### src/rtl/stbg_pkg.sv
// Shared types, constants and the arctangent table for the sine byte generator.
`timescale 1ns / 1ps
package stbg_pkg;

  localparam int CordicSteps   = 24;
  localparam int StepsPerStage = 4;
  localparam int CordicStages  = CordicSteps / StepsPerStage;

  // CORDIC start vector, pre-scaled by the inverse gain
  localparam logic signed [32:0] CordicX0 = 33'sd652032874;
  localparam logic [17:0] SineOne = 18'd131072;

  // Register map, word index
  typedef enum logic [1:0] {
    RegAmplitude = 2'd0,
    RegPhaseStep = 2'd1,
    RegSizeLog2  = 2'd2,
    RegByteMode  = 2'd3
  } stbg_reg_e;

  // Byte count selector codes
  localparam logic [1:0] ModeOneByte = 2'd0;
  localparam logic [1:0] ModeTwoByte = 2'd1;

  // Folded angle request from the front end
  typedef struct packed {
    logic [30:0] t;
    logic [1:0]  quad;
    logic        zero;
  } stbg_req_t;

  // One CORDIC pipeline slot
  typedef struct packed {
    logic signed [32:0] x;
    logic signed [32:0] y;
    logic signed [31:0] z;
    logic [1:0]         quad;
    logic               zero;
    logic               one;
  } stbg_crd_t;

  // atan(2^-i) in units of 2^-32 turn
  function automatic logic [31:0] atan_f(input int i);
    logic [31:0] r;
    case (i)
      0:  r = 32'h20000000;
      1:  r = 32'h12E4051E;
      2:  r = 32'h09FB385B;
      3:  r = 32'h051111D4;
      4:  r = 32'h028B0D43;
      5:  r = 32'h0145D7E1;
      6:  r = 32'h00A2F61E;
      7:  r = 32'h00517C55;
      8:  r = 32'h0028BE53;
      9:  r = 32'h00145F2F;
      10: r = 32'h000A2F98;
      11: r = 32'h000517CC;
      12: r = 32'h00028BE6;
      13: r = 32'h000145F3;
      14: r = 32'h0000A2FA;
      15: r = 32'h0000517D;
      16: r = 32'h000028BE;
      17: r = 32'h0000145F;
      18: r = 32'h00000A30;
      19: r = 32'h00000518;
      20: r = 32'h0000028C;
      21: r = 32'h00000146;
      22: r = 32'h000000A3;
      23: r = 32'h00000051;
      default: r = 32'h0;
    endcase
    return r;
  endfunction

endpackage

### src/rtl/stbg_fifo.sv
// Two-entry queue between front end and sine pipeline.
`timescale 1ns / 1ps
module stbg_fifo
  import stbg_pkg::*;
(
  input  logic      clk_i,
  input  logic      rst_ni,
  input  logic      push_i,
  input  stbg_req_t data_i,
  output logic      full_o,
  input  logic      pop_i,
  output logic      valid_o,
  output stbg_req_t data_o
);

  stbg_req_t  mem_q [2];
  logic       wr_q, wr_d, rd_q, rd_d;
  logic [1:0] cnt_q, cnt_d;
  logic       do_pop;

  assign full_o  = (cnt_q == 2'd2);
  assign valid_o = (cnt_q != 2'd0);
  assign data_o  = mem_q[rd_q];
  assign do_pop  = pop_i && valid_o;

  always_comb begin
    wr_d  = push_i ? !wr_q : wr_q;
    rd_d  = do_pop ? !rd_q : rd_q;
    cnt_d = cnt_q + {1'b0, push_i} - {1'b0, do_pop};
  end

  always_ff @(posedge clk_i or negedge rst_ni) begin
    if (!rst_ni) begin
      wr_q  <= 1'b0;
      rd_q  <= 1'b0;
      cnt_q <= 2'd0;
    end else begin
      wr_q  <= wr_d;
      rd_q  <= rd_d;
      cnt_q <= cnt_d;
    end
  end

  // payload storage
  always_ff @(posedge clk_i) begin
    if (push_i) begin
      mem_q[wr_q] <= data_i;
    end
  end

endmodule

### config.mk
export PLATFORM = sky130hd
export DESIGN_NAME = stbg_fifo
export DESIGN_NICKNAME = d
export VERILOG_FILES = /design/src/rtl/stbg_pkg.sv /design/src/rtl/stbg_fifo.sv
export SDC_FILE = /design/constraint.sdc
export NUM_CORES = 1
export LEC_CHECK = 0
export ABC_AREA = 1
export ABC_CLOCK_PERIOD_IN_PS = 2180
export BUFFER_PORTS_ARGS = -buffer_cell sky130_fd_sc_hd__buf_2
export CAP_MARGIN = 20
export CORE_ASPECT_RATIO = 1.75
export CORE_MARGIN = 2
export CORE_UTILIZATION = 35
export CTS_CLUSTER_DIAMETER = 40
export CTS_CLUSTER_SIZE = 24
export DETAILED_ROUTE_END_ITERATION = 6
export SYNTH_ARGS = -nofsm -noshare
export SYNTH_HDL_FRONTEND = slang
export SYNTH_SLANG_ARGS = --single-unit
### constraint.sdc
create_clock -name clk_i -period 2.18 [get_ports clk_i]
set_clock_uncertainty 0.05 [all_clocks]
set_input_delay 0 -clock clk_i [delete_from_list [all_inputs] [get_ports clk_i]]
set_output_delay 0 -clock clk_i [all_outputs]
set_load 0.005 [all_outputs]
==> results by group <==
Outcome
  – Status: finished clean

Clocking
  – Post-CTS Resized: 0
  – Clock slew seen by the registers of the worst setup and hold paths: 0.05 ns
  – CTS tree: done
  – Clock root buffer: clkbuf_16
  – CTS buffer count: 9
  – Clk_lat worst skew: 0.32 ns
  – Hold Buf Count CTS: 38
  – Post-CTS setup buffers: 0
  – Htree depth: 3
  – Sink Count: 72
  – CTS Buffer Depth: 2

Timing
  – RSZ-0062 raised after global routing: no
  – Setup TNS: 0 ns
  – Final Hold Viols: 0
  – Fmax: 653 MHz
  – Setup Viol. Count Final: 0
  – Final Max Slew Viols: 0
  – Worst hold slack: 0.346 ns
  – Minimum clock period: 1.53 ns
  – Setup slack after layout: 0.649 ns
  – Slew @ Worst Pin: 0.559 ns
  – Final worst path period share: 70.2%
  – Slew headroom: 62.6%

Yosys
  – Mean Syn Cell Area: 13.3 µm²
  – Syn Nets: 247
  – Yosys warns: 0
  – Sequential fraction of the synthesis area: 77.6%
  – #FFs+latches synth: 72
  – Cell Area, Synth: 2760 µm²
  – Mapped Cells: 207
  – Synth cell types: 13

Setup path
  – Worst stage delay on the critical path: 0.48 ns
  – Setup slack, reg-to-reg: 0.65 ns
  – Crit path required time: 2.16 ns
  – Worst-path cell chain: nor2_4, buf_4
  – Reg2Reg Depth: 2
  – CP max FO: 18
  – R2R Path End: mem_q[0][8]
  – Worst setup SP type: flip-flop
  – Kind of critical path: reg -> reg
  – Crit path DAT: 1.51 ns
  – Critical path capture point type: flip-flop
  – Slowest CP cell: nor2_4
  – Reg2reg start: wr_q

Detailed routing
  – Pre-Repair DR Iteration Count: 4
  – ANT nets after route: 0
  – DRT Wirelength: 5260 µm
  – Drt initial violations: 63
  – Drt drc: 0
  – Wire per inst: 12.5 µm
  – DR vias: 1,831
  – Vias per cell: 4.35

Floorplanning
  – Top Ports: 74
  – Starting density of the core: 36.2%
  – Die Wd: 71.1 µm
  – CORE AREA: 7620 µm²
  – Die Height: 121 µm
  – Die ar.: 8640 µm²
  – Row cnt: 42

Place
  – Cell Area, Placed: 3210 µm²
  – HPWL Detailed: 3490 µm
  – Post-Place Cells: 367
  – Gp weighted congestion: 0.706
  – Port buffer count: 73
  – Dpl ws: 0.601 ns

Power
  – Gate power share: 29.0%
  – Power share of the sequential group: 42.6%
  – Sw Share: 29.9%
  – P_sw: 1.37 mW
  – Peak supply drop: 550 µV
  – Internal power: 3.21 mW
  – Clock power share: 28.4%
  – Power per cell area: 1190 nW/µm²
  – Pwr Total: 4.57 mW
  – Cell leakage power: 1.71 nW

Final layout
  – Fillers: 675
  – Final Core Density: 50.7%
  – # diodes: 0
  – Area Growth Syn to Fin: 39.8%
  – Share of layout cells above drive strength 1: 30.6%
  – Final Instance Area: 3860 µm²
  – Non-Filler Instances: 421
  – Nets@finish: 368

Run
  – Maxcap violations: 0

GRT
  – First-pass GRT wire length: 8590 µm
  – GR Util All Layers: 13.6%
  – Antenna violations before repair: 0
  – Total grt overflow: 0
  – Largest net degree at the start of global routing: 36
  – Vias in the first global route: 1,863

Hold path
  – Hold depth: 2
  – Hold EP: mem_q[1][26]
  – Hold WC Path Type: in -> reg
  – Hold Path Origin: data_i[26]
## cell type report
cell class / instances / area (µm²) / share of cell area, %
repair buffers: 117 / 791 / 20.5
clock buffers: 15 / 268 / 6.94
well taps: 88 / 110 / 2.85
clock inverters: 1 / 3.75 / 0.0972
multi-input cells: 119 / 504 / 13.1
inverters: 9 / 41.3 / 1.07
flip-flops and latches: 72 / 2140 / 55.5
## Yosys cell counts
cell	number	area [µm²]
edfxtp_1	68	2040
ha_1	2	25.0
buf_4	2	15.0
inv_8	1	11.3
xor2_1	1	8.76
nand3_1	2	10.0
inv_1	8	30.0
buf_12	1	20.0
buf_6	4	45.0
dfrtp_1	4	100
nor2_1	2	7.51
nand2_1	102	383
nand2_2	10	62.6
## cell families after synthesis
group,share of synthesized area [%]
buffers and inverters,4.40
adders and majority gates,0.906
DFF,77.6
xor gates and xnor gates,0.317
and+or+nand+nor,16.8
## sequential cells by signal (all words and copies together) (netlist names)
register / count
cnt_q: 2
mem_q: 68
rd_q: 1
wr_q: 1
## worst max-delay path: cells and delay by family, from the launching register on
family        cells  cell delay, ns
buf+inv           1            0.29
simple gates      1            0.48
flops             1            0.42
## cells in the final DEF, fill, tap and decap left out, drive strengths merged
| cell | instances |
|---|---|
| nand2 | 112 |
| nor2 | 2 |
| dlygate4sd3 | 38 |
| ha | 2 |
| xor2 | 1 |
| clkbuf | 15 |
| clkinv | 1 |
| nand3 | 2 |
| edfxtp | 68 |
| dfrtp | 4 |
| inv | 9 |
| buf | 79 |
## routing by layer
metal | track usage (%) | vias up | wire length, µm | part of all wire, %
met3 | 4.15 | 11 | 239 | 4.5
met1 | 14.0 | 845 | 1940 | 37
met5 | 0 | - | 0 | 0
met2 | 23.8 | 47 | 2930 | 56
met4 | 8.25 | 0 | 150 | 2.9
li1 | - | 928 | - | -
## worst max path at each step
stage | from | end | slack [ns] | cells past startpoint
global route | rd_q | data_o[6] | 0.55 | 4
finish | wr_q | mem_q[0][8] | 0.65 | 2
global placement | wr_q | mem_q[0][8] | 0.64 | 2
floorplan | wr_q | mem_q[0][0] | 0.41 | 1
detailed placement | wr_q | mem_q[0][12] | 0.60 | 2
CTS | wr_q | mem_q[0][12] | 0.60 | 2
## power groups by stage
| stage | combinational [mW] | sequential [mW] | clock (mW) |
|---|---|---|---|
| 5_1_grt | 1.54 | 1.98 | 1.38 |
| 3_5_place_dp | 1.31 | 1.97 | 0 |
| 4_1_cts | 1.37 | 1.95 | 1.34 |
| 6_report | 1.33 | 1.95 | 1.30 |
| 3_3_place_gp | 1.28 | 1.97 | 0 |
| 2_1_floorplan | 0.860 | 1.94 | 0 |
Power figures use the tool's default switching activity.
