[config.mk]
export PLATFORM = sky130hd
export DESIGN_NAME = stbg_ser
export DESIGN_NICKNAME = d
export VERILOG_FILES = /design/src/rtl/stbg_pkg.sv /design/src/rtl/stbg_ser.sv
export SDC_FILE = /design/constraint.sdc
export NUM_CORES = 1
export LEC_CHECK = 0
export BUFFER_PORTS_ARGS = -buffer_cell sky130_fd_sc_hd__buf_2
export CORE_MARGIN = 1
export CORE_UTILIZATION = 44
export DETAILED_ROUTE_END_ITERATION = 10
export PLACE_DENSITY_LB_ADDON = 0.25
export SKIP_LAST_GASP = 1
export SYNTH_ARGS = -nofsm -noshare
export SYNTH_HDL_FRONTEND = slang
export SYNTH_SLANG_ARGS = --single-unit
export TNS_END_PERCENT = 100
[constraint.sdc]
create_clock -name clk_i -period 2.7 [get_ports clk_i]
set_clock_uncertainty 0.2 [all_clocks]
set_input_delay 0.81 -clock clk_i [delete_from_list [all_inputs] [get_ports clk_i]]
set_output_delay 0.81 -clock clk_i [all_outputs]
set_load 0.01 [all_outputs]
[src/rtl/stbg_pkg.sv]
// Shared types, constants and the arctangent table for the sine byte generator.
`timescale 1ns / 1ps
package stbg_pkg;

  localparam int CordicSteps   = 24;
  localparam int StepsPerStage = 4;
  localparam int CordicStages  = CordicSteps / StepsPerStage;

  // CORDIC start vector, pre-scaled by the inverse gain
  localparam logic signed [32:0] CordicX0 = 33'sd652032874;
  localparam logic [17:0] SineOne = 18'd131072;

  // Register map, word index
  typedef enum logic [1:0] {
    RegAmplitude = 2'd0,
    RegPhaseStep = 2'd1,
    RegSizeLog2  = 2'd2,
    RegByteMode  = 2'd3
  } stbg_reg_e;

  // Byte count selector codes
  localparam logic [1:0] ModeOneByte = 2'd0;
  localparam logic [1:0] ModeTwoByte = 2'd1;

  // Folded angle request from the front end
  typedef struct packed {
    logic [30:0] t;
    logic [1:0]  quad;
    logic        zero;
  } stbg_req_t;

  // One CORDIC pipeline slot
  typedef struct packed {
    logic signed [32:0] x;
    logic signed [32:0] y;
    logic signed [31:0] z;
    logic [1:0]         quad;
    logic               zero;
    logic               one;
  } stbg_crd_t;

  // atan(2^-i) in units of 2^-32 turn
  function automatic logic [31:0] atan_f(input int i);
    logic [31:0] r;
    case (i)
      0:  r = 32'h20000000;
      1:  r = 32'h12E4051E;
      2:  r = 32'h09FB385B;
      3:  r = 32'h051111D4;
      4:  r = 32'h028B0D43;
      5:  r = 32'h0145D7E1;
      6:  r = 32'h00A2F61E;
      7:  r = 32'h00517C55;
      8:  r = 32'h0028BE53;
      9:  r = 32'h00145F2F;
      10: r = 32'h000A2F98;
      11: r = 32'h000517CC;
      12: r = 32'h00028BE6;
      13: r = 32'h000145F3;
      14: r = 32'h0000A2FA;
      15: r = 32'h0000517D;
      16: r = 32'h000028BE;
      17: r = 32'h0000145F;
      18: r = 32'h00000A30;
      19: r = 32'h00000518;
      20: r = 32'h0000028C;
      21: r = 32'h00000146;
      22: r = 32'h000000A3;
      23: r = 32'h00000051;
      default: r = 32'h0;
    endcase
    return r;
  endfunction

endpackage

[src/rtl/stbg_ser.sv]
// Byte serializer: sends a sample most significant byte first.
`timescale 1ns / 1ps
module stbg_ser
  import stbg_pkg::*;
(
  input  logic        clk_i,
  input  logic        rst_ni,
  input  logic        smp_valid_i,
  input  logic [31:0] sample_i,
  output logic        take_o,
  input  logic [1:0]  mode_i,
  output logic        m_valid_o,
  input  logic        m_ready_i,
  output logic [7:0]  m_byte_o,
  output logic        m_last_o
);

  logic [2:0]  rem_q, rem_d, nb;
  logic [31:0] smp_q;
  logic [1:0]  sel;
  logic        load;

  assign take_o    = (rem_q == 3'd0) || (rem_q == 3'd1 && m_ready_i);
  assign load      = smp_valid_i && take_o;
  assign m_valid_o = (rem_q != 3'd0);
  assign m_last_o  = (rem_q == 3'd1);
  assign sel       = rem_q[1:0] - 2'd1;
  assign m_byte_o  = smp_q[8*sel +: 8];

  always_comb begin
    case (mode_i)
      ModeOneByte: nb = 3'd1;
      ModeTwoByte: nb = 3'd2;
      default:     nb = 3'd4;
    endcase
    if (load) begin
      rem_d = nb;
    end else if (m_valid_o && m_ready_i) begin
      rem_d = rem_q - 3'd1;
    end else begin
      rem_d = rem_q;
    end
  end

  always_ff @(posedge clk_i or negedge rst_ni) begin
    if (!rst_ni) begin
      rem_q <= 3'd0;
    end else begin
      rem_q <= rem_d;
    end
  end

  always_ff @(posedge clk_i) begin
    if (load) begin
      smp_q <= sample_i;
    end
  end

endmodule

==> impl_metrics.csv <==
group,metric,value,unit
die,die_w,58.8,um
critical_path,required,1690,ps
synth,syn_area_per_cell,20.6,sq um
die,die_h,58.8,um
timing,finalSetupViolCount,0,
finish,fillCellCount,272,
synth,synthesis.nets,110,
clocking,clk_pin_slew_worst_paths,90,ps
timing,fin_crit,2620,ps
clocking,clock-root-buffer,"clkbuf_4",
timing,relSlewSlack,79.1,%
placed_design,placedCellCount,162,
timing,finalSetupTns,0,ps
synth,syn_area,1420,sq um
finish,final_cells,168,
drt,vias_per_cell,4.73,
drt,num_vias,795,
pwr,leakage,0.699,nW
synth,syn_inst,69,
global_route,track_usage,15.5,%
pwr,pwr-share-seq,42.0,%
drt,drc,0,
placed_design,dpl.hpwl,1680,um
critical_path,critPathSlowestCell,"ha_4",
finish,stdcell_area,1790,sq um
critical_path,start_kind,"register",
timing,hold_violations,0,
run_status,status,"finished clean",
critical_path,crit_path_max_fanout,9,
synth,ys_types,21,
timing,rsz0062_at_grt,"yes",
finish,antennaDiodeCount,0,
placed_design,port_buffers,48,
critical_path,reg2reg_depth,5,
pwr,p_int,1.23,mW
finish,layout-drive-gt1-share,58.1,%
clocking,cts_buffer_depth,2,
global_route,gr-total-overflow,0,
clocking,hold_buffers,0,
die,core_area,3050,sq um
clocking,cts_max_level,2,
synth,ys_seq_elements,35,
pwr,power_switching,0.577,mW
placed_design,placedInstanceArea,1730,sq um
timing,finalCritPeriodShare,96.9,%
finish,final_cell_mix,"buf_2, edfxtp_1, mux4_2",
drt,drt_pass1_iterations,3,
pwr,vdd_ir_drop_max,0.000419,V
die,pin_count,49,
synth,seq_area_frac_synth,73.0,%
clocking,numCtsBuffers,5,
critical_path,cpLargestDelayFamily,"adder cells",
finish,syn_to_final_growth,25.8,%
flow_run,max-cap-violations,0,
finish,layout_commonest_cell,"buf_2",
die,fp-row-count,20,
finish,nNetsFinal,166,
timing,max_freq,382,MHz
timing,final-max-slew-violation-count,0,
global_route,grt_pass1_wl,3730,um
worst_hold_path,worst_hold_path_type,"in -> async",
critical_path,crit_type,"reg -> out",
drt,drt-initial-drc-count,18,
critical_path,cp.depth,4,
critical_path,endpoint_kind,"output port",
pwr,p_total,1.80,mW
pwr,p_comb_share,44.4,%
critical_path,crit_chain,"inv_1 > ha_4 > mux4_2 > buf_2",
global_route,grt_max_degree,25,
clocking,clock-sinks,35,
clocking,clk_latency,310,ps
global_route,grt_pass1_vias,924,
die,start_util,46.5,%
synth,ys.warnings.count,0,
placed_design,place_congestion,0.667,
critical_path,cp_num_buf_inv,2,
drt,ant_nets,0,
pwr,power_density,1010,nW/um^2
global_route,antenna_found_initial,0,
timing,tightest_slew,307,ps
critical_path,cpPeakStageDelay,370,ps
critical_path,crit_arrival,1610,ps
pwr,switching_share,32.0,%
pwr,clkPwrFrac,13.6,%
drt,routedWlPerCell,13.1,um
clocking,cts_tree,"yes",
die,dieArea,3460,sq um
drt,wl,2210,um
-- registers in the layout, indices dropped and copies added, names as in the netlist --
name / flops
smp_q: 32
rem_q: 3
-- power by group through the flow --
stage                     Sequential [mW]  Clock (mW)  Combinational (mW)
final                               0.757       0.246               0.799
after floorplan                     0.762           0               0.526
after detailed placement            0.772           0               0.777
after global placement              0.765           0               0.762
after CTS                           0.759       0.257               0.819
after global routing                0.768       0.280               0.880
-- kinds of logic after synthesis --
family | after synthesis | synth area share, %
AOI/OAI and AO/OA | 4 | 2.03
adders and majority gates | 3 | 2.64
buffers and inverters | 5 | 1.41
DFF | 35 | 73.0
muxes | 12 | 15.9
and+or+nand+nor | 10 | 5.11
-- routing by layer --
| layer | part of all wire (%) | track usage, % |
|---|---|---|
| met3 | 9.6 | 7.03 |
| met4 | 1.3 | 8.16 |
| met1 | 38 | 15.1 |
| met2 | 51 | 27.3 |
| met5 | 0 | 0 |
-- worst reg2reg max path, stage by stage (launching register included) --
cell	delay, ps
dfrtp_1	350
buf_4	220
ha_1	210
a21oi_2	70
nor3b_4	320
buf_4	360
-- final timing paths --
path                            slack, ps              endpoint                 start
worst max-delay path                   80           m_byte_o[5]  rem_q[0]$_DFFE_PN0P_
worst min-delay path                   70  rem_q[2]$_DFFE_PN0P_                rst_ni
worst max register to register        660   smp_q[31]$_DFFE_PP_  rem_q[0]$_DFFE_PN0P_
worst min register to register        400  rem_q[1]$_DFFE_PN0P_  rem_q[1]$_DFFE_PN0P_
max in group asynchronous            2120  rem_q[0]$_DFFE_PN0P_                rst_ni
min in group clk_i                    400  rem_q[1]$_DFFE_PN0P_  rem_q[1]$_DFFE_PN0P_
-- metrics by stage --
| stage | utilization (%) | setup slack, ps | hold WS (ps) |
|---|---|---|---|
| 3_3_place_gp | 56.6 | 242 | 339 |
| 3_5_place_dp | 56.6 | 190 | 353 |
| 6_report | 58.5 | 83.5 | 71.0 |
| 5_1_grt | 58.5 | -1.86 | 51.1 |
| 4_1_cts | 58.5 | 53.0 | 55.7 |
| 2_1_floorplan | - | 43.7 | 314 |
-- Yosys cell counts --
library cell,n,area share (%)
and2b_2,1,0.62
nand2b_1,1,0.44
a211oi_1,1,0.53
nor3_1,1,0.35
and2b_4,1,0.70
dfrtp_1,3,5.3
nor2b_2,1,0.62
mux2i_1,2,1.4
ha_1,3,2.6
clkbuf_1,1,0.26
edfxtp_1,32,68
buf_2,1,0.35
nor3b_4,1,1.3
mux2_1,1,0.79
inv_1,3,0.79
mux4_2,8,13
a21oi_2,1,0.62
o21ai_1,1,0.35
nand2_1,4,1.1
o21a_1,1,0.53
mux2i_2,1,0.97
-- layout make-up --
| type | count | area [sq um] | area share (%) |
|---|---|---|---|
| Sequential cell | 35 | 1040 | 58.0 |
| Tap cell | 44 | 55.1 | 3.08 |
| Multi-Input combinational cell | 29 | 377 | 21.1 |
| Inverter | 3 | 11.3 | 0.630 |
| Clock buffer | 5 | 37.5 | 2.10 |
| Timing Repair Buffer | 51 | 263 | 14.7 |
| Clock inverter | 1 | 7.51 | 0.420 |
-- timing repair --
action / CTS / global route
buffers inserted: 0 / 0
hold endpoints to repair: 0 / 0
resized for setup: 2 / 0
cloned: 0 / 0
pin swaps: 0 / 0
endpoints found under the setup margin: 8 / 1
Power figures use the tool's default switching activity.
