===== src/rtl/stbg_pkg.sv =====
// Shared types, constants and the arctangent table for the sine byte generator.
`timescale 1ns / 1ps
package stbg_pkg;

  localparam int CordicSteps   = 24;
  localparam int StepsPerStage = 4;
  localparam int CordicStages  = CordicSteps / StepsPerStage;

  // CORDIC start vector, pre-scaled by the inverse gain
  localparam logic signed [32:0] CordicX0 = 33'sd652032874;
  localparam logic [17:0] SineOne = 18'd131072;

  // Register map, word index
  typedef enum logic [1:0] {
    RegAmplitude = 2'd0,
    RegPhaseStep = 2'd1,
    RegSizeLog2  = 2'd2,
    RegByteMode  = 2'd3
  } stbg_reg_e;

  // Byte count selector codes
  localparam logic [1:0] ModeOneByte = 2'd0;
  localparam logic [1:0] ModeTwoByte = 2'd1;

  // Folded angle request from the front end
  typedef struct packed {
    logic [30:0] t;
    logic [1:0]  quad;
    logic        zero;
  } stbg_req_t;

  // One CORDIC pipeline slot
  typedef struct packed {
    logic signed [32:0] x;
    logic signed [32:0] y;
    logic signed [31:0] z;
    logic [1:0]         quad;
    logic               zero;
    logic               one;
  } stbg_crd_t;

  // atan(2^-i) in units of 2^-32 turn
  function automatic logic [31:0] atan_f(input int i);
    logic [31:0] r;
    case (i)
      0:  r = 32'h20000000;
      1:  r = 32'h12E4051E;
      2:  r = 32'h09FB385B;
      3:  r = 32'h051111D4;
      4:  r = 32'h028B0D43;
      5:  r = 32'h0145D7E1;
      6:  r = 32'h00A2F61E;
      7:  r = 32'h00517C55;
      8:  r = 32'h0028BE53;
      9:  r = 32'h00145F2F;
      10: r = 32'h000A2F98;
      11: r = 32'h000517CC;
      12: r = 32'h00028BE6;
      13: r = 32'h000145F3;
      14: r = 32'h0000A2FA;
      15: r = 32'h0000517D;
      16: r = 32'h000028BE;
      17: r = 32'h0000145F;
      18: r = 32'h00000A30;
      19: r = 32'h00000518;
      20: r = 32'h0000028C;
      21: r = 32'h00000146;
      22: r = 32'h000000A3;
      23: r = 32'h00000051;
      default: r = 32'h0;
    endcase
    return r;
  endfunction

endpackage


===== src/rtl/stbg_front.sv =====
// Front end: phase accumulator, table index and quadrant folding.
`timescale 1ns / 1ps
module stbg_front
  import stbg_pkg::*;
#(
  parameter int INDEX_BITS = 16
) (
  input  logic        clk_i,
  input  logic        rst_ni,
  input  logic        req_valid_i,
  output logic        req_ready_o,
  input  logic        restart_i,
  input  logic [31:0] phase_step_i,
  input  logic [4:0]  size_log2_i,
  input  logic        q_full_i,
  output logic        q_push_o,
  output stbg_req_t   q_data_o
);

  localparam int Lim = (INDEX_BITS > 16) ? 16 : ((INDEX_BITS < 1) ? 1 : INDEX_BITS);
  localparam logic [4:0] LimL = 5'(Lim);

  logic [31:0] phase_q, phase_d, ph;
  logic [4:0]  sl;
  logic [15:0] mask, idx;
  logic [31:0] angle;
  logic [30:0] rest, t;

  assign req_ready_o = !q_full_i;
  assign q_push_o    = req_valid_i && !q_full_i;

  // index and folded angle
  always_comb begin
    ph    = restart_i ? 32'h0 : phase_q;
    sl    = (size_log2_i > LimL) ? LimL : size_log2_i;
    mask  = 16'hFFFF >> (5'd16 - sl);
    idx   = ph[31:16] & mask;
    angle = {idx, 16'h0000} << (5'd16 - sl);
    rest  = {1'b0, angle[29:0]};
    t     = angle[30] ? (31'h40000000 - rest) : rest;
    q_data_o.t    = t;
    q_data_o.quad = angle[31:30];
    q_data_o.zero = (t == 31'h0);
    phase_d = q_push_o ? (ph + phase_step_i) : phase_q;
  end

  always_ff @(posedge clk_i or negedge rst_ni) begin
    if (!rst_ni) begin
      phase_q <= 32'h0;
    end else begin
      phase_q <= phase_d;
    end
  end

endmodule


===== config.mk =====
export PLATFORM = sky130hd
export DESIGN_NAME = stbg_front
export DESIGN_NICKNAME = d
export VERILOG_FILES = /design/src/rtl/stbg_pkg.sv /design/src/rtl/stbg_front.sv
export SDC_FILE = /design/constraint.sdc
export NUM_CORES = 1
export LEC_CHECK = 0
export BUFFER_PORTS_ARGS = -buffer_cell sky130_fd_sc_hd__buf_4
export CORE_ASPECT_RATIO = 1.4
export CORE_MARGIN = 2
export CORE_UTILIZATION = 40
export CTS_BUF_LIST = sky130_fd_sc_hd__clkbuf_8
export DETAILED_ROUTE_END_ITERATION = 10
export PLACE_DENSITY = 0.7
export SLEW_MARGIN = 20
export SYNTH_ARGS = -nofsm -noshare
export SYNTH_HDL_FRONTEND = slang
export SYNTH_SLANG_ARGS = --single-unit

===== constraint.sdc =====
create_clock -name clk_i -period 8.8 [get_ports clk_i]
set_input_delay 0.44 -clock clk_i [delete_from_list [all_inputs] [get_ports clk_i]]
set_output_delay 0.44 -clock clk_i [all_outputs]
set_load 0.005 [all_outputs]

==> metrics, run 1 <==
status finished, final reports clean; yosys synthesis warning count 0; largest net degree at the start of global routing 65; Pleak 0.00238 uW; max FFs per register 32; Net Sw Frac 0.445; Logic pwr share 0.630; Yosys reg bits 32; worst reg-to-reg setup slack 5.18 ns; setup_tns 0 ns; Most common cell on crit path ha_1; GR Util met1 0.236; DRT Pass-1 Iters 5; Clock Power Share 0.118; Num CTS Buffers 5; final wirelength between 10 and 15 mm; syn_area_per_cell 7.64 um^2; count of different cell masters after synthesis 82; crit share post-route 0.726; DR vias/cell between 5 and 6; DRC 0; placed cells 800; crit-path cells buf_4, nor2b_1, inv_2, ha_1, inv_1, ha_1, nand2b_1, o41ai_4, o22ai_4, nand3_1, ha_1, o21ai_2, nor4_1, a31oi_1, xnor2_1, or2_2, nor4_2, buf_4; Worst Setup End Kind primary output; Yosys top cell area share 0.169; worst reg-to-reg path cell count 14; Sequential Power Share 0.252; initial DRC count approximately 240; max incr delay on CP 0.72 ns; worst skew pair latency 0.29 ns; max_slew headroom 0.404; CTS tree built; Die X-Extent 95.9 um; Critical Path RT around 8.4 ns; largest cells by area after synthesis dfrtp_1 (17%), ha_1 (9.8%), nand2_1 (5.6%), o21ai_0 (5.6%), nor2b_1 (4.9%); die area roughly 0.013 mm^2; DP Wirelength ~10 mm; Rows 47; Antenna Nets Post-Route 0; routability cong. 0.956; Die Y 133 um; initial core utilization 0.404; core box area 0.0117 mm^2; Area growth syn-to-layout 11.1%; crit path kind in2out; Seq/Total Area, Yosys 0.169; post-route insts no fill 805; worst slack, placed 2.45 ns; final hold slack 0.0946 ns; # IOs 78; H-tree Lvls 2; Clock Path Buffers 2; Post-synth EDFFs 0; crit path max fanout 28; Pint 497 uW; total setup buffers inserted after CTS 0; nets 740; ANT cells 0; Post-synth ARST share 1.00; post-synth top area cell dfrtp_1; Pins Over Slew Limit 0; mapped cell area 0.00473 mm^2; max-cap check violation count 0; Total GRT Usage 0.208; CTS Root Cell clkbuf_8; PnR worst setup slack 2.41 ns; Fin. Hold Viols 0; Top reg by flops phase_q; initial antenna violation count 0; CP startpoint kind input pin; Post-synth top flop dfrtp_1; largest registers phase_q (32); vias in the first global route ~4600; Cells after Synth 619; crit path time final 6.39 ns; Worst Max-Slew Pin Slew around 0.9 ns; PortBufs 61; met2 Use GR 0.370; RSZ-0062 raised after global routing no; switching pwr approximately 400 uW; Vias 4637; wire length per cell 16.1 um; layout cell share with drive strength beyond 1 0.155; clk slew on worst S/H paths 0.06 ns; post-CTS sizing 0; clk_skew 0.00575 ns; slowest CP cell nor2b_1; GR Overflow Total 0; Final setup viols 0; WP data arrival 5.95 ns; peak supply drop 0.134 mV; first-pass GRT wire length 21.4 mm; pwr dens 171 mW/mm^2; fill count 1216; cts hold-fix bufs 0; GRT busiest layer met2; Clock Sinks 32; met3 Track Usage GR 0.0330; Hold WC Path Type in2async; maximum clock rate between 150 and 200 MHz
power groups by stage:
stage	sequential (uW)	combinational, uW	clock [uW]
floorplan	218	430	0
global placement	226	548	0
detailed placement	228	561	0
CTS	225	564	111
global route	231	636	115
finish	226	565	106
Yosys cell counts, types with 4 or more instances:
cell       count
nand2_1       71
o21ai_0       53
ha_1          37
nor2b_1       37
a21oi_1       33
dfrtp_1       32
nor2_1        26
inv_1         23
xnor2_1       23
clkbuf_1      19
nor3_1        17
buf_4         16
nand2b_1      16
xor2_1        16
a21o_1        15
nand3_1       14
a31oi_1       13
o21a_1         9
and3_1         8
or3_1          7
a211oi_1       6
buf_2          6
o211ai_1       6
o21bai_1       6
o22ai_1        6
and2_1         5
nand4_1        5
nor4_1         5
a311oi_1       4
nor3b_1        4
o2111ai_1      4
o221ai_1       4
or2_2          4
worst max-delay path, delay by kind of cell:
kind	cells	cell delay [ns]
buffers and inverters	4	0.76
AO/OA/AOI/OAI	4	0.88
AND/OR/NAND/NOR	6	2.45
XOR/XNOR	1	0.18
adder cells (fa/ha/maj)	3	1.23
layout make-up:
class / count / area [um^2] / area share
flip-flops and latches: 32 / 801 / 0.152
repair buffers: 63 / 473 / 0.0900
multi-input cells: 533 / 3630 / 0.692
inverters: 25 / 93.8 / 0.0179
well taps: 147 / 184 / 0.0350
clock buffers: 5 / 68.8 / 0.0131
worst paths after layout:
| path | startpoint | end |
|---|---|---|
| max reg2reg | phase_q[0] | phase_q[30] |
| max in group asynchronous | rst_ni | phase_q[7] |
| min in group clk_i | phase_q[0] | phase_q[0] |
| min reg2reg | phase_q[0] | phase_q[0] |
| min | rst_ni | phase_q[26] |
| max | size_log2_i[4] | q_data_o[0] |
layer usage:
| layer | vias to the layer above | routed length [um] |
|---|---|---|
| met5 | - | 0 |
| met4 | 0 | 537 |
| met3 | 35 | 523 |
| met2 | 117 | 6710 |
| met1 | 2170 | 5220 |
| li1 | 2315 | - |
placed cells by master (no fill, tap or decap), drive strengths merged, types with 6 or more instances in the layout:
master | synthesis | layout
o21ai | 59 | 59
xnor2 | 23 | 23
o22ai | 8 | 8
a211oi | 8 | 8
a21o | 15 | 15
and3 | 8 | 8
o211ai | 7 | 7
dfrtp | 32 | 32
ha | 37 | 37
nor3 | 18 | 18
nand3 | 14 | 14
nor2 | 26 | 26
buf | 25 | 63
o21bai | 6 | 6
inv | 25 | 25
o21a | 9 | 9
nand2 | 71 | 71
a31oi | 13 | 13
conb | 1 | 16
or3 | 7 | 7
nand2b | 16 | 16
nor4 | 7 | 7
nor2b | 37 | 37
xor2 | 16 | 16
a21oi | 34 | 34
through the flow:
step           power (uW)  cell area (um^2)  utilization
6_report              896              5260        0.449
3_3_place_gp          775              5190        0.443
5_1_grt               982              5260        0.449
2_1_floorplan         648              4780            -
4_1_cts               901              5260        0.449
3_5_place_dp          789              5190        0.443
cell families after synthesis:
group                    count (synthesis)  share of synthesized area
adder cells (fa/ha/maj)                 38                      0.102
flip-flops                              32                      0.169
other                                    1                   0.000793
AND/OR/NAND/NOR                        234                      0.264
multiplexers                             6                     0.0151
buffers and inverters                   69                     0.0738
XOR/XNOR                                39                     0.0722
AO/OA/AOI/OAI                          200                      0.302
(Power assumes the default switching activity.)
==> run 2: changes to the inputs <==
==> constraint.sdc (replaced) <==
create_clock -name clk_i -period 6.26 [get_ports clk_i]
set_input_delay 0.313 -clock clk_i [delete_from_list [all_inputs] [get_ports clk_i]]
set_output_delay 0.313 -clock clk_i [all_outputs]
set_load 0.005 [all_outputs]
==> run 2 against run 1 <==
Compared with the run above: cell area rose by 1.1%; clock-buffer cell count grew 2; register-to-register slack got worse by 2.5 ns; clock skew fell by 0.0011 ns; highest routed layer unchanged.
==> metrics, run 2 (same netlist as run 1, synthesis figures left out) <==
CP startpoint kind input pin (unchanged); Clock Path Buffers 2 (unchanged); Critical Path RT 5.95 ns (was 8.36 ns); CTS Root Cell clkbuf_8 (unchanged); Worst Setup End Kind primary output (unchanged); max-cap check violation count 0 (unchanged); Total GRT Usage 0.217 (was 0.208); Top reg by flops phase_q (unchanged); Final setup viols 0 (unchanged); Vias 4712 (was 4637); Area growth syn-to-layout 12.4% (was 11.1%); initial DRC count 300 (was 244); Most common cell on crit path buf_4 (was ha_1); status finished, final reports clean (unchanged); final hold slack 0.333 ns (was 0.0946 ns); Pins Over Slew Limit 0 (unchanged); maximum clock rate 186 MHz; DRC 0 (unchanged); Num CTS Buffers 5 (unchanged); first-pass GRT wire length 21.9 mm (was 21.4 mm); DR vias/cell 5.81 (was 5.76); GR Overflow Total 0 (unchanged); WP data arrival 5.05 ns (was 5.95 ns); largest registers phase_q (32) (unchanged); ANT cells 0 (unchanged); largest net degree at the start of global routing 45 (was 65); Fin. Hold Viols 0 (unchanged); DRT Pass-1 Iters 6 (was 5); total setup buffers inserted after CTS 0 (unchanged); vias in the first global route 4591 (was 4564); crit path time final about 5.4 ns; post-CTS sizing 0 (unchanged); Die X-Extent 95.9 um (unchanged); clk_skew 0.00463 ns (was 0.00575 ns); crit path max fanout 24 (was 28); pwr dens 245 mW/mm^2 (was 171 mW/mm^2); PortBufs 61 (unchanged); crit path kind in2out (unchanged); crit share post-route 0.857; # IOs 78 (unchanged); cts hold-fix bufs 1 (was 0); nets 744 (was 740); routability cong. 0.899 (was 0.956); Die Y 133 um (unchanged); Pwr Total 1300 uW (was 896 uW); slowest CP cell o21ai_2 (was nor2b_1); peak supply drop 0.188 mV (was 0.134 mV); Crit path max-delay family compound AO/OA/AOI/OAI gates (was simple AND/OR/NAND/NOR gates); core box area 0.0117 mm^2 (unchanged); Antenna Nets Post-Route 0 (unchanged); CTS tree built (unchanged); Pleak 0.00241 uW (was 0.00238 uW); post-route insts no fill 811 (was 805); Hold WC Path Type in2reg (was in2async); Rows 47 (unchanged); CP bufs+invs 7 (was 4); final core utilization 0.454 (was 0.449); worst skew pair latency 0.29 ns (about the same); Worst Max-Slew Pin Slew 0.811 ns (was 0.893 ns); max incr delay on CP 0.53 ns (was 0.72 ns); max FFs per register 32 (unchanged); wire length per cell 16.5 um (was 16.1 um); most common cell after layout, fill and taps aside nand2_1 (unchanged); DP Wirelength 10.6 mm (was 10.2 mm); initial core utilization 0.404 (unchanged); crit-path cells buf_4, nor2b_1, buf_4, inv_2, ha_1, inv_1, ha_1, buf_4, nor4_1, o21a_1, o2bb2ai_2, o22ai_1, o21ai_2, inv_2, a211oi_1, o2111ai_1, or4_1, nor4_2, buf_4 (was buf_4, nor2b_1, inv_2, ha_1, inv_1, ha_1, nand2b_1, o41ai_4, o22ai_4, nand3_1, ha_1, o21ai_2, nor4_1, a31oi_1, xnor2_1, or2_2, nor4_2, buf_4); H-tree Lvls 2 (unchanged); initial antenna violation count 0 (unchanged); placed cells 803 (was 800); final wirelength 13.4 mm (was 13.0 mm); layout cell share with drive strength beyond 1 0.161 (was 0.155); most frequent cells in the layout nand2_1 (71), buf_4 (66), o21ai_0 (53) (was nand2_1 (71), buf_4 (63), o21ai_0 (53)); setup_tns 0 ns (unchanged); die area 0.0127 mm^2 (unchanged); RSZ-0062 raised after global routing no (unchanged); clk slew on worst S/H paths 0.06 ns (about the same); Clock Sinks 32 (unchanged); max_slew headroom 0.454 (was 0.404)
==> run 2: worst reg2reg max path, delay by kind of cell (launching register included) <==
kind	cells	cell delay, ns
compound gates	6	1.43
xor+xnor	1	0.14
fa+ha+maj	2	0.57
buf+inv	1	0.05
flops	1	0.34
simple gates	4	0.87
==> run 2: stage by stage <==
stage               instance area (um^2)  worst slack, ns
finish                              5320            0.896
global route                        5320            0.481
CTS                                 5320            0.953
detailed placement                  5210            0.952
global placement                    5210             1.19
floorplan                           4780             1.55
==> run 2: path summary, 6_finish.rpt <==
kind                            startpoint          end  slack, ns  depth (start not counted)
max                         size_log2_i[4]  q_data_o[0]       0.90                         19
min                        phase_step_i[0]   phase_q[0]       0.33                          4
max reg2reg                     phase_q[0]  phase_q[28]       2.69                         14
min reg2reg                    phase_q[12]  phase_q[12]       0.47                          2
max in group asynchronous           rst_ni  phase_q[17]       5.45                          2
min in group asynchronous           rst_ni  phase_q[29]       0.50                          2
==> run 2: final cells by class <==
cell class / instances / area [um^2]
Fill cell: 1194 / 6390
Multi-Input combinational cell: 533 / 3630
Sequential cell: 32 / 801
Timing Repair Buffer: 67 / 505
Tap cell: 147 / 184
Clock buffer: 7 / 96.3
Inverter: 25 / 93.8
==> run 2: report_power, final <==
group / switching [uW] / internal (uW) / total [uW]
sequential: 46.4 / 272 / 319
clock: 80.1 / 97.9 / 178
combinational: 445 / 358 / 803
==> run 2: per-layer routing <==
metal  vias up  routed length [um]  global-route usage
met5         -                   0                   0
met1      2164                5330               0.247
met2       177                6820               0.378
met4         0                 613               0.121
met3        44                 657              0.0319
li1       2327                   -                   -
